==> config.mk <==
export PLATFORM = sky130hd
export DESIGN_NAME = stepper_position_controller
export DESIGN_NICKNAME = d
export VERILOG_FILES = /design/src/rtl/stpc_pkg.sv /design/src/rtl/stpc_core.sv /design/src/rtl/stepper_position_controller.sv
export SDC_FILE = /design/constraint.sdc
export NUM_CORES = 1
export LEC_CHECK = 0
export BUFFER_PORTS_ARGS = -buffer_cell sky130_fd_sc_hd__buf_2
export CAP_MARGIN = 20
export CELL_PAD_IN_SITES_DETAIL_PLACEMENT = 0
export CELL_PAD_IN_SITES_GLOBAL_PLACEMENT = 2
export CORE_MARGIN = 3
export CORE_UTILIZATION = 40
export DETAILED_ROUTE_END_ITERATION = 8
export PLACE_DENSITY_LB_ADDON = 0.1
export SLEW_MARGIN = 10
export SYNTH_ARGS = -nofsm -noshare
export SYNTH_HDL_FRONTEND = slang
export SYNTH_SLANG_ARGS = --single-unit
export TNS_END_PERCENT = 10
==> constraint.sdc <==
create_clock -name clk -period 7.1 [get_ports clk]
set_input_delay 0.355 -clock clk [delete_from_list [all_inputs] [get_ports clk]]
set_output_delay 0.355 -clock clk [all_outputs]
set_load 0.05 [all_outputs]
==> src/rtl/stpc_pkg.sv <==
package stpc_pkg;

  localparam int VALUE_W     = 32;
  localparam int OUT_POS_W   = 32;
  localparam int DWELL_W     = 16;
  localparam int DWELL_CNT_W = 17;
  localparam int COIL_W      = 4;
  localparam int OUT_DATA_W  = 40;

  typedef enum logic [1:0] {
    ACT_SET_TARGET = 2'd0,
    ACT_TICK       = 2'd1,
    ACT_SET_REF    = 2'd2,
    ACT_ADJUST     = 2'd3
  } action_t;

  localparam logic [1:0] MODE_RELEASE = 2'd0;
  localparam logic [1:0] MODE_HOLD    = 2'd1;
  localparam logic [1:0] MODE_REVERSE = 2'd2;

  localparam logic [1:0] CFG_STOP_MODE = 2'd0;
  localparam logic [1:0] CFG_DWELL     = 2'd1;
  localparam logic [1:0] CFG_HOME_HIGH = 2'd2;

  localparam logic [COIL_W-1:0] COIL_OFF  = 4'b0000;
  localparam logic [COIL_W-1:0] COIL_HOLD = 4'b0001;

  typedef struct packed {
    logic [1:0]         stop_mode;
    logic [DWELL_W-1:0] dwell_steps;
    logic [VALUE_W-1:0] home_high;
  } cfg_t;

  // Packed so that coils land in the low bits of the result bus.
  typedef struct packed {
    logic                 moving_up;
    logic                 reached;
    logic                 running;
    logic [OUT_POS_W-1:0] position;
    logic [COIL_W-1:0]    coils;
  } result_t;

  // One coil of the drive sequence. Forward: IN1 IN3 IN2 IN4,
  // reverse: IN1 IN4 IN2 IN3.
  function automatic logic [COIL_W-1:0] seq_bit(input logic neg, input logic [1:0] slot);
    logic [COIL_W-1:0] bits;
    bits = COIL_OFF;
    unique case (slot)
      2'd0: bits = 4'b0001;
      2'd1: bits = neg ? 4'b1000 : 4'b0100;
      2'd2: bits = 4'b0010;
      2'd3: bits = neg ? 4'b0100 : 4'b1000;
      default: bits = COIL_OFF;
    endcase
    return bits;
  endfunction

endpackage

==> src/rtl/stpc_core.sv <==
module stpc_core #(
  parameter int POSITION_BITS = 32
) (
  input  logic                            clk,
  input  logic                            rst_n,
  input  logic                            en,
  input  stpc_pkg::action_t               action,
  input  logic [stpc_pkg::VALUE_W-1:0]    value,
  input  stpc_pkg::cfg_t                  cfg,
  output stpc_pkg::result_t               res_nxt
);

  logic [POSITION_BITS-1:0] pos_r, pos_nxt, tgt_r, tgt_nxt;
  logic [1:0]               ph_r, ph_nxt;
  logic                     up_r, up_nxt, dn_r, dn_nxt;
  logic                     run_r, run_nxt, reach_r, reach_nxt;
  logic [stpc_pkg::DWELL_CNT_W-1:0] cnt_r, cnt_nxt, cnt_inc;
  logic [stpc_pkg::COIL_W-1:0]      coil_r, coil_nxt, halt_coil;
  logic [POSITION_BITS-1:0] val_p, home_p, pos_step;
  logic                     mode_rev;

  assign val_p     = POSITION_BITS'($signed(value));
  assign home_p    = POSITION_BITS'($signed(cfg.home_high));
  assign pos_step  = up_r ? pos_r + POSITION_BITS'(1) :
                     dn_r ? pos_r - POSITION_BITS'(1) : pos_r;
  assign cnt_inc   = cnt_r + stpc_pkg::DWELL_CNT_W'(1);
  assign halt_coil = (cfg.stop_mode == stpc_pkg::MODE_HOLD) ? stpc_pkg::COIL_HOLD
                                                           : stpc_pkg::COIL_OFF;
  assign mode_rev  = (cfg.stop_mode == stpc_pkg::MODE_REVERSE);

  always_comb begin
    pos_nxt   = pos_r;
    tgt_nxt   = tgt_r;
    ph_nxt    = ph_r;
    up_nxt    = up_r;
    dn_nxt    = dn_r;
    run_nxt   = run_r;
    reach_nxt = reach_r;
    cnt_nxt   = cnt_r;
    coil_nxt  = coil_r;
    unique case (action)
      stpc_pkg::ACT_SET_TARGET: begin
        tgt_nxt   = val_p;
        reach_nxt = 1'b0;
        if ($signed(val_p) > $signed(pos_r)) begin
          up_nxt  = 1'b1;
          dn_nxt  = 1'b0;
          run_nxt = 1'b1;
        end else if ($signed(val_p) < $signed(pos_r)) begin
          up_nxt  = 1'b0;
          dn_nxt  = 1'b1;
          run_nxt = 1'b1;
        end else begin
          run_nxt  = 1'b0;
          coil_nxt = halt_coil;
        end
      end
      stpc_pkg::ACT_TICK: begin
        if (run_r) begin
          coil_nxt = stpc_pkg::seq_bit(dn_r, ph_r) | stpc_pkg::seq_bit(dn_r, ph_r + 2'd1);
          ph_nxt   = ph_r + 2'd1;
          pos_nxt  = pos_step;
          if (pos_step == tgt_r) begin
            if (mode_rev) begin
              reach_nxt = 1'b1;
            end else begin
              run_nxt  = 1'b0;
              coil_nxt = halt_coil;
            end
          end
          // dwell count runs once the target was reached, then flips direction
          if (mode_rev && reach_nxt) begin
            cnt_nxt = cnt_inc;
            if (cnt_inc > {1'b0, cfg.dwell_steps}) begin
              if (dn_r) begin
                up_nxt = 1'b1;
                dn_nxt = 1'b0;
              end else if (up_r) begin
                up_nxt = 1'b0;
                dn_nxt = 1'b1;
              end
              cnt_nxt = '0;
            end
          end
        end
      end
      stpc_pkg::ACT_SET_REF: begin
        pos_nxt = (value != '0) ? home_p : '0;
      end
      stpc_pkg::ACT_ADJUST: begin
        pos_nxt = pos_r + val_p;
      end
      default: begin
        pos_nxt = pos_r;
      end
    endcase
  end

  always_ff @(posedge clk) begin
    if (!rst_n) begin
      pos_r   <= '0;
      tgt_r   <= '0;
      ph_r    <= '0;
      up_r    <= 1'b0;
      dn_r    <= 1'b0;
      run_r   <= 1'b0;
      reach_r <= 1'b0;
      cnt_r   <= '0;
      coil_r  <= stpc_pkg::COIL_OFF;
    end else if (en) begin
      pos_r   <= pos_nxt;
      tgt_r   <= tgt_nxt;
      ph_r    <= ph_nxt;
      up_r    <= up_nxt;
      dn_r    <= dn_nxt;
      run_r   <= run_nxt;
      reach_r <= reach_nxt;
      cnt_r   <= cnt_nxt;
      coil_r  <= coil_nxt;
    end
  end

  always_comb begin
    res_nxt.coils     = coil_nxt;
    res_nxt.position  = stpc_pkg::OUT_POS_W'($signed(pos_nxt));
    res_nxt.running   = run_nxt;
    res_nxt.reached   = reach_nxt;
    res_nxt.moving_up = up_nxt;
  end

endmodule

==> src/rtl/stepper_position_controller.sv <==
// Channel  Dir  Handshake              Payload
// in_      in   in_tvalid/in_tready    tuser: action; tdata: value
// out_     out  out_tvalid/out_tready  tdata: coils, position, running, reached, moving_up
// cfg_     in   cfg_we                 cfg_addr: register index; cfg_wdata: data
//
// One request per clock sustained while out_tready stays high; a request's result passes
// the input register, then the single-pass update feeding the result register.
// rst_n is synchronous, active low: clears both pipeline registers, all motor state
// and loads the register defaults (stop_mode 0, dwell_steps 200, home_high_position 0).
// A stalled result holds the result register; the input register still takes one more
// request, then in_tready drops until out_tready frees the result register.
module stepper_position_controller #(
  parameter int POSITION_BITS = 32
) (
  input  logic        clk,
  input  logic        rst_n,
  input  logic        in_tvalid,
  output logic        in_tready,
  input  logic [31:0] in_tdata,   // [31:0] value
  input  logic [1:0]  in_tuser,   // [1:0] action
  output logic        out_tvalid,
  input  logic        out_tready,
  output logic [39:0] out_tdata,  // [3:0] coils, [35:4] position, [36] running,
                                  // [37] reached, [38] moving_up, [39] zero
  input  logic        cfg_we,
  input  logic [1:0]  cfg_addr,
  input  logic [31:0] cfg_wdata
);

  // request register
  logic                              in_valid_r;
  stpc_pkg::action_t                 in_action_r;
  logic [stpc_pkg::VALUE_W-1:0]      in_value_r;
  logic                              advance;

  // result register
  logic                              out_valid_r;
  stpc_pkg::result_t                 res_r, res_nxt;

  stpc_pkg::cfg_t                    cfg_r;

  // a request moves into the core when the result slot is free or draining
  assign advance   = in_valid_r && (!out_valid_r || out_tready);
  assign in_tready = !in_valid_r || advance;

  always_ff @(posedge clk) begin
    if (!rst_n) begin
      in_valid_r <= 1'b0;
    end else if (in_tready) begin
      in_valid_r <= in_tvalid;
    end
  end

  // payload only, no reset needed
  always_ff @(posedge clk) begin
    if (in_tvalid && in_tready) begin
      in_action_r <= stpc_pkg::action_t'(in_tuser);
      in_value_r  <= in_tdata;
    end
  end

  always_ff @(posedge clk) begin
    if (!rst_n) begin
      cfg_r.stop_mode   <= stpc_pkg::MODE_RELEASE;
      cfg_r.dwell_steps <= stpc_pkg::DWELL_W'(200);
      cfg_r.home_high   <= '0;
    end else if (cfg_we) begin
      unique case (cfg_addr)
        stpc_pkg::CFG_STOP_MODE: cfg_r.stop_mode   <= cfg_wdata[1:0];
        stpc_pkg::CFG_DWELL:     cfg_r.dwell_steps <= cfg_wdata[stpc_pkg::DWELL_W-1:0];
        stpc_pkg::CFG_HOME_HIGH: cfg_r.home_high   <= cfg_wdata;
        default:                 cfg_r             <= cfg_r;  // unused index
      endcase
    end
  end

  stpc_core #(
    .POSITION_BITS (POSITION_BITS)
  ) u_core (
    .clk     (clk),
    .rst_n   (rst_n),
    .en      (advance),
    .action  (in_action_r),
    .value   (in_value_r),
    .cfg     (cfg_r),
    .res_nxt (res_nxt)
  );

  always_ff @(posedge clk) begin
    if (!rst_n) begin
      out_valid_r <= 1'b0;
    end else if (advance) begin
      out_valid_r <= 1'b1;
    end else if (out_tready) begin
      out_valid_r <= 1'b0;
    end
  end

  always_ff @(posedge clk) begin
    if (advance) begin
      res_r <= res_nxt;
    end
  end

  assign out_tvalid = out_valid_r;
  assign out_tdata  = {1'b0, res_r};

endmodule

-- After elaboration in Yosys (flattened, before gate mapping)
Index checks and enable logic that the tools add are counted.
- register bits after elaboration: 216
- bits of input ports: 73
- output and inout bits: 42
- word-level logic and storage cells: 119
- add/subtract/negate cells: 5
- order comparisons: 3
- equality and inequality tests: 18
- mux-type cells: 50
- bitwise logic cells: 1
- reductions and logical operators: 21
- operator list (kind ; number):
    $mux 32 ; 4
    $pmux 32 s3 ; 1
    $mux 4 ; 11
    $add 32x1->32 const B ; 1
    $add 32x32->32 ; 1
    $eq 32x32->1 ; 1
    $gt 32x32->1 ; 1
    $lt 32x32->1 ; 1
    $pmux 4 s4 ; 2
    $reduce_bool 32->1 ; 1
    $sub 32x1->32 const B ; 1
    $mux 1 ; 26
    $add 17x1->17 const B ; 1
    $gt 17x16->1 ; 1
    $mux 17 ; 1
    $eq 2x2->1 const B ; 8
    $eq 2x1->1 const B ; 5
    $logic_not 2->1 ; 4
    $pmux 1 s2 ; 4
    $pmux 4 s2 ; 1
    $reduce_and 2->1 ; 4
    $ne 2x1->1 const B ; 3
    $reduce_and 6->1 ; 1
    $or 4x4->4 ; 1
    8 further kinds ; 13

-- Logic depth before layout (Yosys ltp)
- depth in word-level cells: 11
- mapped depth: 18
- depth with buffers taken out: 18

-- Modules after synthesis
From an unflattened synthesis, not the netlist that was laid out.
- cell total of the unflattened synthesis: 1766
- area total of the unflattened synthesis: 14656.6 µm²
- by module, submodules not included (module ; times used ; cells each ; area each (µm²) ; sequential area each (µm²)):
    stpc_core ; 1 ; 1479 ; 10406.2 ; 1821.7
    stepper_position_controller ; 1 ; 287 ; 4250.3 ; 3233.1

-- Worst setup path before layout
OpenSTA, ideal clock, no wires.
- path type: register -> register
- start: reg u_core.pos_r[0]
- end: reg res_r, in the netlist out_tdata[0] (data pin)
- library setup time: 0.270 ns
- arrival time: 3.427 ns
- required time: 6.830 ns
- path slack: 3.403 ns
- stages on the path, launching flop included: 13
- buffers on the path: 1
- period minus slack after synthesis: 3.697 ns
- path through: dfxtp_1 > ha_1 > nand4_1 > nor4_2 > a22o_1 > o22ai_1 > a2111oi_0 > nand4b_1 > or4_1 > buf_2 > o31a_1 > o32ai_1 > a21oi_1
- RTL lines (element ; RTL line ; RTL):
    start: declaration ; stpc_core.sv:13 ; logic [POSITION_BITS-1:0] pos_r, pos_nxt, tgt_r, tgt_nxt;
    start signal: assignment ; stpc_core.sv:111 ; pos_r <= pos_nxt;
    end signal: assignment ; stepper_position_controller.sv:101 ; res_r <= res_nxt;
    end: declaration ; stepper_position_controller.sv:38 ; stpc_pkg::result_t res_r, res_nxt;

-- Final worst setup path
- start: reg u_core.up_r
- end: reg u_core.cnt_r[0] (netlist bit)
- word-level cells in the longest chain between the ends: 7
- RTL lines (element ; RTL line ; RTL):
    start: declaration ; stpc_core.sv:15 ; logic up_r, up_nxt, dn_r, dn_nxt;
    start signal: assignment ; stpc_core.sv:114 ; up_r <= up_nxt;
    $mux 32 ; stpc_core.sv:24 ; assign pos_step = up_r ? pos_r + POSITION_BITS'(1) :
    $eq 32x32->1 ; stpc_core.sv:63 ; if (pos_step == tgt_r) begin
    $mux 1 ; stpc_core.sv:63 ;
    $mux 1 ; stpc_core.sv:59 ; if (run_r) begin
    $mux 1 ; stpc_core.sv:41 ; unique case (action)
    $logic_and 1x1->1 ; stpc_core.sv:72 ; if (mode_rev && reach_nxt) begin
    $reduce_and 4->1 (no source line) ; - ;
    end signal: assignment ; stpc_core.sv:118 ; cnt_r <= cnt_nxt;
    end: declaration ; stpc_core.sv:17 ; logic [stpc_pkg::DWELL_CNT_W-1:0] cnt_r, cnt_nxt, cnt_inc;
No other way between the ends. The select of a mux whose other input is x is not followed.
A chain may end at the register's enable or synchronous reset.

==> impl_metrics.toml <==
[setup_path]
critPathLaunchType = "flop"
worstReg2RegEnd = "u_core.cnt_r[0]$_SDFFE_PN0P_"
crit_family = "simple AND/OR/NAND/NOR gates"
required_ns = 7.60
cp_slowest_stage_delay_ns = 0.94
crit_chain = "nand4_1 > nor4_2 > a22o_1 > o22ai_1 > a2111oi_0 > nand4b_1 > or4_1 > o21bai_2 > and3_1 > a22o_1"
rrSetupSlack_ns = 1.66
cp_num_buf_inv = 0
cpMostUsedCell = "a22o_1"
cpMaxStageDelayCell = "dfxtp_1"
cp-end-kind = "flop"
r2r_start = "u_core.up_r$_SDFFE_PN0P_"
crit_fanout = 25
cp.arrival_ns = 5.94
critical_path_class = "flop to flop"
ff2ff_path_depth = 10

[drt]
num_vias = 12764
ant_nets = 0
drtIter0Drc = 907
drc = 0
finalWirelength_um = 49900
firstDrtPassIters = 6
routedWlPerCell_um = 22.4
viasPerCell = 5.72

[global_routing]
track_usage_pct = 27.1
grt_pass1_vias = 12244
overflow = 0
grt.met3_usage_pct = 3.32
grt_pass1_wl_um = 75300
grt_max_degree = 71
grt_use_met2_pct = 45.0
grtUsageMet1_pct = 37.4
antenna_found_initial = 1
gr-max-usage-layer = "met2"

[place]
numPortBuffers = 113
hpwl_um = 36000
place_area_um2 = 14500
dp.cells = 2147
globalplace.congestion = 0.938

[timing]
hold_violations = 0
min_period_over_period_pct = 76.6
tns_ns = 0
rsz0062_at_grt = "no"
max_slew_margin_pct = 26.0
drv_slew = 0
finalSetupViolations = 0
finClkSkew_ns = 0.0134
max_freq_mhz = 184
worstMarginPinSlew_ns = 1.11
min_period_ns = 5.44

[die]
core_area_um2 = 33600
fp.dieH_um = 191
io_pins = 115
die_w_um = 191
initial_core_util_pct = 40.7
rows = 67
die-area_um2 = 36500

[final_layout]
diodes = 0
layout.cells.non_filler = 2232
stdcell_area_um2 = 15700
nFillCells = 3414
final_nets = 1923
areaGrowthSynthToFinish_pct = 14.8
drive_gt1_share_pct = 10.8

[yosys]
synth_commonest_cells = "nand2_1, a21oi_1, dfxtp_1, nor2_1, clkbuf_1"
synthCells = 1677
synth_flop_cell = "dfxtp_1"
postSynthAreaPerCell_um2 = 8.17
synth_area_um2 = 13700
synth-edff-count = 73
synthTopCellsByArea = "dfxtp_1, edfxtp_1, ha_1"
synthArstFlopShare_pct = 0
ys_seq_area_share_pct = 36.9
synth_seq_cells = 216
yosys.area.top_type_share_pct = 20.9
yosysMostFrequentCell = "nand2_1"
synth_top_cell_by_area = "dfxtp_1"
ys_warn_count = 0
yosysUniqueCellTypes = 77
syn_nets = 1837

[pwr]
power_leakage_nw = 5.90
powerDensity_nw_per_um2 = 209
fin_total_pwr_w = 0.00328
ir_drop_uv = 197

[run_status]
outcome = "completed"

[min_path]
min_path_type = "primary input to flop"
min_from = "cfg_wdata[24]"
worstHoldPathCells = 3
worstHoldEndpoint = "cfg_r[24]$_SDFFE_PN0P_"

[clock_network]
cts_buffers = 27
cts_tree = "done"
clk_latency_ns = 0.56
h-tree-depth = 1
cts_resized = 0
clockBufferDepth = 3
clkSinkCount = 216
root_buffer = "clkbuf_16"
cts.clk_slew.worst_paths_ns = 0.06
holdBufCountCts = 35
cts_setup_buffers = 0

[run]
drv_cap = 0
==> stage by stage <==
step | util, % | hold slack [ns] | setup slack (ns)
2_1_floorplan | - | 0.432 | 3.40
3_3_place_gp | 43.2 | 0.446 | 1.95
3_5_place_dp | 43.2 | 0.448 | 1.81
4_1_cts | 46.7 | 0.0105 | 1.79
5_1_grt | 46.7 | 0.0311 | 1.31
6_report | 46.7 | 0.0350 | 1.66
==> tightest hold or removal path, delay by kind of cell <==
kind	cells	cell delay [ns]
buffers and inverters	1	0.10
AOI/OAI and AO/OA	1	0.05
and+or+nand+nor	1	0.04
==> worst max-delay path by stage <==
| stage | from | endpoint | slack, ns | cells past startpoint |
|---|---|---|---|---|
| 6_report | u_core.up_r$_SDFFE_PN0P_ | u_core.cnt_r[0]$_SDFFE_PN0P_ | 1.66 | 10 |
| 5_1_grt | u_core.up_r$_SDFFE_PN0P_ | u_core.cnt_r[0]$_SDFFE_PN0P_ | 1.31 | 10 |
| 4_1_cts | u_core.up_r$_SDFFE_PN0P_ | u_core.cnt_r[0]$_SDFFE_PN0P_ | 1.79 | 10 |
| 3_5_place_dp | u_core.up_r$_SDFFE_PN0P_ | u_core.cnt_r[0]$_SDFFE_PN0P_ | 1.81 | 10 |
| 3_3_place_gp | u_core.up_r$_SDFFE_PN0P_ | u_core.cnt_r[0]$_SDFFE_PN0P_ | 1.95 | 10 |
| 2_1_floorplan | u_core.pos_r[0]$_SDFFE_PN0P_ | out_tdata[0]$_DFFE_PP_ | 3.40 | 12 |
==> flip-flops by register name (all words and copies together), names as in the netlist <==
signal,cells
u_core.reach_r,1
in_value_r,32
u_core.dn_r,1
u_core.cnt_r,17
out_tvalid,1
in_valid_r,1
in_action_r,2
cfg_r,50
u_core.tgt_r,32
u_core.coil_r,4
u_core.pos_r,32
u_core.run_r,1
u_core.up_r,1
out_tdata,39
u_core.ph_r,2
==> metal layers <==
metal	vias to the layer above	routed length (µm)
met3	68	2920
met4	0	1410
met1	6153	22500
met5	-	0
li1	6143	-
met2	400	23100
==> cell usage in the layout (no fill, tap or decap), types with 28 or more instances in the layout <==
cell type        n
nor4_1          28
a21oi_1        185
buf_2          113
edfxtp_1        73
inv_1           89
dlygate4sd3_1   35
xnor2_1         85
nand3_1         42
nor3_1          36
o21ai_0         54
dfxtp_1        143
ha_1            86
nand2_1        269
xor2_1          34
nor2_1         107
==> power breakdown <==
part	internal, W	switching, W
Clock	0.000752	0.000561
Sequential	0.00134	0.0000671
Combinational	0.000196	0.000368
==> cells by family after synthesis <==
logic type               share of synthesized area (%)
XOR/XNOR                                          7.61
flip-flops                                        36.9
buffers and inverters                             5.55
other                                           0.0274
adder cells (fa/ha/maj)                           8.00
multiplexers                                     0.667
AO/OA/AOI/OAI                                     19.8
AND/OR/NAND/NOR                                   21.4
==> area by class of cell <==
| cell class | count | area [µm²] | share of cell area [%] |
|---|---|---|---|
| Multi-Input combinational cell | 1263 | 7890 | 50.2 |
| Sequential cell | 216 | 5050 | 32.2 |
| Timing Repair Buffer | 163 | 1030 | 6.54 |
| Clock buffer | 32 | 714 | 4.55 |
| Tap cell | 448 | 561 | 3.57 |
| Inverter | 92 | 348 | 2.21 |
| Clock inverter | 18 | 120 | 0.764 |
(Power assumes the default switching activity.)
